**src/design/cosine_hemisphere_sample_core_assert.svh**
```systemverilog
// Assertion macros for the cosine hemisphere sample core.
// Included by modules that check their own pipeline control.
`ifndef COSINE_HEMISPHERE_SAMPLE_CORE_ASSERT_SVH
`define COSINE_HEMISPHERE_SAMPLE_CORE_ASSERT_SVH

// consequent must hold in the cycle after the antecedent
`define CHS_ASSERT_NEXT(label, clk, rst, ante, cons) \
   label: assert property (@(posedge clk) disable iff (rst) (ante) |=> (cons)) \
      else $error("chs: next-cycle check failed");

// consequent must hold in the same cycle as the antecedent
`define CHS_ASSERT_NOW(label, clk, rst, ante, cons) \
   label: assert property (@(posedge clk) disable iff (rst) (ante) |-> (cons)) \
      else $error("chs: same-cycle check failed");

`endif

```
**src/design/chs_pkg.sv**
```systemverilog
// Shared types, constants and the arctangent table of the cosine hemisphere sample core.
// No dependencies.
package chs_pkg;

   localparam int SAMPLE_BITS_DEF   = 16;
   localparam int OUT_FRAC_BITS_DEF = 14;
   localparam int CORDIC_STAGES_DEF = 16;

   localparam int QF         = 30;       // internal fraction bits
   localparam int DIV_STEPS  = QF + 1;   // quotient bits of the minor/dominant ratio
   localparam int CW         = 33;       // signed CORDIC word
   localparam int SQ_W       = 64;       // root datapath width
   localparam int SQRT_STEPS = 32;

   localparam logic [QF-1:0] PI4_Q30  = 30'd843314857;   // pi/4
   localparam logic [QF-1:0] GAIN_Q30 = 30'd652032874;   // 1/K of CORDIC

   typedef enum logic [1:0] {
      QUAD_E = 2'd0,
      QUAD_N = 2'd1,
      QUAD_W = 2'd2,
      QUAD_S = 2'd3
   } quad_type;

   typedef struct packed {
      quad_type quad;
      logic     origin;
   } turn_side_type;

   typedef struct packed {
      logic signed [CW-1:0] tx;
      logic signed [CW-1:0] ty;
      logic                 origin;
   } lift_side_type;

   function automatic logic [QF-1:0] atan_q30(input int idx);
      logic [QF-1:0] a;
      unique case (idx)
         0:  a = 30'h3243F6A8;
         1:  a = 30'h1DAC6705;
         2:  a = 30'h0FADBAFC;
         3:  a = 30'h07F56EA6;
         4:  a = 30'h03FEAB76;
         5:  a = 30'h01FFD55B;
         6:  a = 30'h00FFFAAA;
         7:  a = 30'h007FFF55;
         8:  a = 30'h003FFFEA;
         9:  a = 30'h001FFFFD;
         10: a = 30'h000FFFFF;
         11: a = 30'h0007FFFF;
         12: a = 30'h0003FFFF;
         13: a = 30'h0001FFFF;
         14: a = 30'h0000FFFF;
         15: a = 30'h00007FFF;
         16: a = 30'h00003FFF;
         17: a = 30'h00001FFF;
         18: a = 30'h00000FFF;
         19: a = 30'h000007FF;
         20: a = 30'h000003FF;
         21: a = 30'h000001FF;
         22: a = 30'h000000FF;
         23: a = 30'h0000007F;
         24: a = 30'h0000003F;
         25: a = 30'h0000001F;
         26: a = 30'h0000000F;
         27: a = 30'h00000007;
         28: a = 30'h00000003;
         29: a = 30'h00000001;
         default: a = '0;
      endcase
      return a;
   endfunction

endpackage

```
**src/design/chs_cordic.sv**
```systemverilog
// Pipelined rotation-mode CORDIC, one register stage per iteration.
// Depends on chs_pkg (word width, arctangent table, side-band type).
module chs_cordic #(
   parameter int STAGES = chs_pkg::CORDIC_STAGES_DEF
) (
   input  logic                            clock,
   input  logic                            reset,
   input  logic                            adv,
   input  logic                            in_valid,
   input  logic signed [chs_pkg::CW-1:0]   in_x,
   input  logic signed [chs_pkg::CW-1:0]   in_z,
   input  chs_pkg::turn_side_type          in_side,
   output logic                            out_valid,
   output logic signed [chs_pkg::CW-1:0]   out_x,
   output logic signed [chs_pkg::CW-1:0]   out_y,
   output chs_pkg::turn_side_type          out_side
);
   import chs_pkg::*;

   logic                 cr_valid_ff [1:STAGES];
   logic signed [CW-1:0] cr_x_ff     [1:STAGES];
   logic signed [CW-1:0] cr_y_ff     [1:STAGES];
   logic signed [CW-1:0] cr_z_ff     [1:STAGES];
   turn_side_type        cr_side_ff  [1:STAGES];

   for (genvar i = 0; i < STAGES; i++) begin : g_stage
      logic                 vi;
      logic signed [CW-1:0] xi;
      logic signed [CW-1:0] yi;
      logic signed [CW-1:0] zi;
      turn_side_type        si;
      logic signed [CW-1:0] ang;

      if (i == 0) begin : g_head
         assign vi = in_valid;
         assign xi = in_x;
         assign yi = '0;
         assign zi = in_z;
         assign si = in_side;
      end else begin : g_body
         assign vi = cr_valid_ff[i];
         assign xi = cr_x_ff[i];
         assign yi = cr_y_ff[i];
         assign zi = cr_z_ff[i];
         assign si = cr_side_ff[i];
      end

      assign ang = $signed({{(CW-QF){1'b0}}, atan_q30(i)});

      always_ff @(posedge clock) begin
         if (reset) begin
            cr_valid_ff[i+1] <= 1'b0;
         end else if (adv) begin
            cr_valid_ff[i+1] <= vi;
         end
         if (adv) begin
            cr_side_ff[i+1] <= si;
            // nonnegative residual turns the positive way
            if (!zi[CW-1]) begin
               cr_x_ff[i+1] <= xi - (yi >>> i);
               cr_y_ff[i+1] <= yi + (xi >>> i);
               cr_z_ff[i+1] <= zi - ang;
            end else begin
               cr_x_ff[i+1] <= xi + (yi >>> i);
               cr_y_ff[i+1] <= yi - (xi >>> i);
               cr_z_ff[i+1] <= zi + ang;
            end
         end
      end
   end

   assign out_valid = cr_valid_ff[STAGES];
   assign out_x     = cr_x_ff[STAGES];
   assign out_y     = cr_y_ff[STAGES];
   assign out_side  = cr_side_ff[STAGES];

endmodule

```
**config.mk**
```make
export PLATFORM = sky130hd
export DESIGN_NAME = chs_cordic
export DESIGN_NICKNAME = d
export VERILOG_FILES = /design/src/design/cosine_hemisphere_sample_core_assert.svh /design/src/design/chs_pkg.sv /design/src/design/chs_cordic.sv
export SDC_FILE = /design/constraint.sdc
export NUM_CORES = 2
export LEC_CHECK = 0
export BUFFER_PORTS_ARGS = -buffer_cell sky130_fd_sc_hd__buf_2
export CORE_ASPECT_RATIO = 0.8
export CORE_MARGIN = 5
export CORE_UTILIZATION = 60
export DETAILED_ROUTE_END_ITERATION = 8
export PLACE_DENSITY_LB_ADDON = 0.15
export SYNTH_ARGS = -nofsm -noshare
export SYNTH_HDL_FRONTEND = slang
export SYNTH_SLANG_ARGS = --single-unit
```
**constraint.sdc**
```tcl
create_clock -name clock -period 6.97 [get_ports clock]
set_clock_uncertainty 0.2 [all_clocks]
set_input_delay 1.394 -clock clock [delete_from_list [all_inputs] [get_ports clock]]
set_output_delay 1.394 -clock clock [all_outputs]
set_load 0.03 [all_outputs]
```
==> impl_metrics.csv <==
group,metric,value,unit
synthesis,synth_seq_cells,1582,
run,maxCapViolCount,0,
cells_and_area,drive_above_1_share,4.77,%
die,start_util,60.2,%
detailed_routing,routed_wl,363000,um
detailed_routing,drtPass1Iterations,6,
die,die_w,532,um
sta,rsz0062_at_grt,"no",
die,core-area,0.217,sq mm
die,io_pins,143,
synthesis,async_reset_ff_share,0,%
sta,max_slew_margin,20.7,%
detailed_routing,first_iter_violations,11300,
cts,htreeDepth,4,
cts,tritoncts,"built",
detailed_routing,antenna_left,0,
sta,final_max_slew_viol_count,0,
synthesis,synth-edff-count,1582,
synthesis,synth_area_leaders,"edfxtp_1 (36%), ha_1 (14%), xnor2_1 (8.6%)",
sta,hold_viol,0,
setup_path,end_kind,"register",
cts,cts_hold_buf,0,
synthesis,netlist_area,0.131,sq mm
sta,fmax,0.166,GHz
grt,gr-total-overflow,0,
synthesis,yosysWarnings,0,
cells_and_area,instances_no_fill,16600,
cts,clkTransAtPathRegs,0.06,ns
synthesis,synth_top_area_cell,"edfxtp_1",
cells_and_area,final_area,0.141,sq mm
cts,postCtsSetupRepairBufs,0,
grt,grt_pass1_vias,98400,
grt,met2_usage,42.8,%
grt,track_usage,31.0,%
placement,dp_cells,16300,
synthesis,yosys.area.top_type_share,36.4,%
detailed_routing,wl_per_cell,21.9,um
sta,min_period,6.01,ns
grt,grt_pass1_wl,564000,um
detailed_routing,drc,0,
setup_path,startpoint_type,"input port",
cts,cts_made_buffers,178,
detailed_routing,vias_per_cell,6.34,
placement,place_area,0.135,sq mm
die,num_rows,153,
grt,use_met1,49.0,%
detailed_routing,vias,105000,
grt,grt_antenna_before_repair,25,
synthesis,ys_seq_area_share,36.4,%
synthesis,syn-num-nets,15000,
cells_and_area,nets,15200,
sta,finalSetupTns,0,ns
grt,gr-max-usage-layer,"met1",
grt,grt_use_met3,7.06,%
placement,dp_hpwl,288000,um
grt,grt_max_degree,177,
synthesis,synth_flop_cell,"edfxtp_1",
setup_path,crit_required,7.30,ns
cells_and_area,area_growth,7.69,%
sta,worst_pin_slew,1.18,ns
die,design.die.area,0.227,sq mm
setup_path,critPathMaxFanout,39,
synthesis,ys_top_cells_by_count,"edfxtp_1 (1582), ha_1 (1461), a21oi_1 (1456)",
hold_path,hold_class,"register to register",
sta,setup-violations-final,0,
cts,cts_resized,0,
synthesis,syn_inst,13400,
placement,gp_congestion,0.993,
cts,cts_num_sinks,1582,
cts,clock_latency,0.86,ns
setup_path,cp.arrival,6.34,ns
placement,io_buffers,142,
sta,period_share,86.3,%
outcome,status,"finished, final reports clean",
synthesis,avgSynthCellArea,9.74,sq um
synthesis,yosysMostFrequentCell,"edfxtp_1",
cts,clk_path_buf_depth,4,
die,die_y,427,um
synthesis,ys_types,96,
cts,cts_root_buf,"clkbuf_16",
setup_path,critPathKind,"input port to register",
registers in the layout (all words and copies together), names as in the netlist:
signal and cells:
cr_x_ff 527, cr_side_ff 48, cr_valid_ff 16, cr_z_ff 463, cr_y_ff 528
placed cells by master, fill, tap and decap left out, drive strengths merged, types with 31 or more instances in the layout:
cell	synthesis	layout
a211oi	92	92
a21boi	40	40
a21o	767	767
a21oi	1460	1460
a31oi	118	118
a41oi	39	39
and2	75	75
and3	94	94
buf	30	250
clkbuf	215	199
clkinv	3	76
edfxtp	1582	1582
fa	44	44
ha	1461	1461
inv	492	505
mux2	40	40
mux2i	60	60
nand2	723	723
nand2b	250	250
nand3	262	262
nand4	121	121
nor2	897	897
nor2b	240	240
nor3	243	243
nor3b	39	39
nor4	104	104
o211ai	34	34
o21a	189	189
o21ai	769	769
o21bai	172	172
o31a	31	31
o31ai	167	167
o41ai	66	66
or2	32	32
or3	68	68
or4	41	41
xnor2	1288	1288
xor2	727	727
critical path, cell delays in order:
cell      delay [ns]
buf_12          0.31
nand2_1         0.10
buf_4           0.19
inv_2           0.12
nor2_1          0.08
xnor2_1         0.13
ha_1            0.34
o21ai_0         0.14
a21boi_0        0.31
o21ai_0         0.17
a21oi_1         0.38
o211ai_1        0.30
o31a_1          0.44
o41ai_1         0.53
o21ai_0         0.30
o21ai_0         0.22
a21oi_1         0.10
xnor2_1         0.72
metrics by stage:
step	hold slack (ns)	utilization (%)	worst slack, ns
6_report	0.219	64.9	0.957
5_1_grt	0.224	64.9	0.768
4_1_cts	0.219	64.9	1.25
3_5_place_dp	0.205	62.2	0.349
3_3_place_gp	0.201	62.2	0.337
2_1_floorplan	0.200	-	0.492
per-layer routing:
layer / vias to the layer above / wire (um) / share of wire (%)
li1: 50300 / - / -
met1: 50100 / 176000 / 48
met2: 4319 / 141000 / 39
met3: 487 / 37900 / 10
met4: 12 / 7890 / 2.2
met5: - / 69 / 0.019
cell families after synthesis:
family / after synthesis / share of synthesized area, %
compound gates: 4196 / 20.2
simple gates: 3267 / 12.3
xor+xnor: 2015 / 13.5
flops: 1582 / 36.4
fa+ha+maj: 1505 / 14.7
buf+inv: 740 / 2.13
mux: 100 / 0.805
path summary, 6_finish.rpt:
check | from | endpoint | slack [ns] | cells past startpoint
setup / recovery | adv | cr_y_ff[2][31] | 0.96 | 18
hold / removal | cr_side_ff[2][1] | cr_side_ff[2][4] | 0.22 | 0
setup reg to reg | cr_x_ff[1][107] | cr_y_ff[2][31] | 1.00 | 18
hold reg to reg | cr_side_ff[2][1] | cr_side_ff[2][4] | 0.22 | 0
cell type report:
cell class              count  area, sq um
inverters                 495         1860
fillers                 17400        76200
multi-input cells       11100        80300
clock inverters           116         1210
repair buffers            250         1610
well taps                2867         3590
diodes                      4         10.0
clock buffers             199         4550
flip-flops and latches   1582        47500
Power is left out: the tool's default activity adds up to more than one toggle a clock period on the data nets, which glitch-free logic cannot reach.
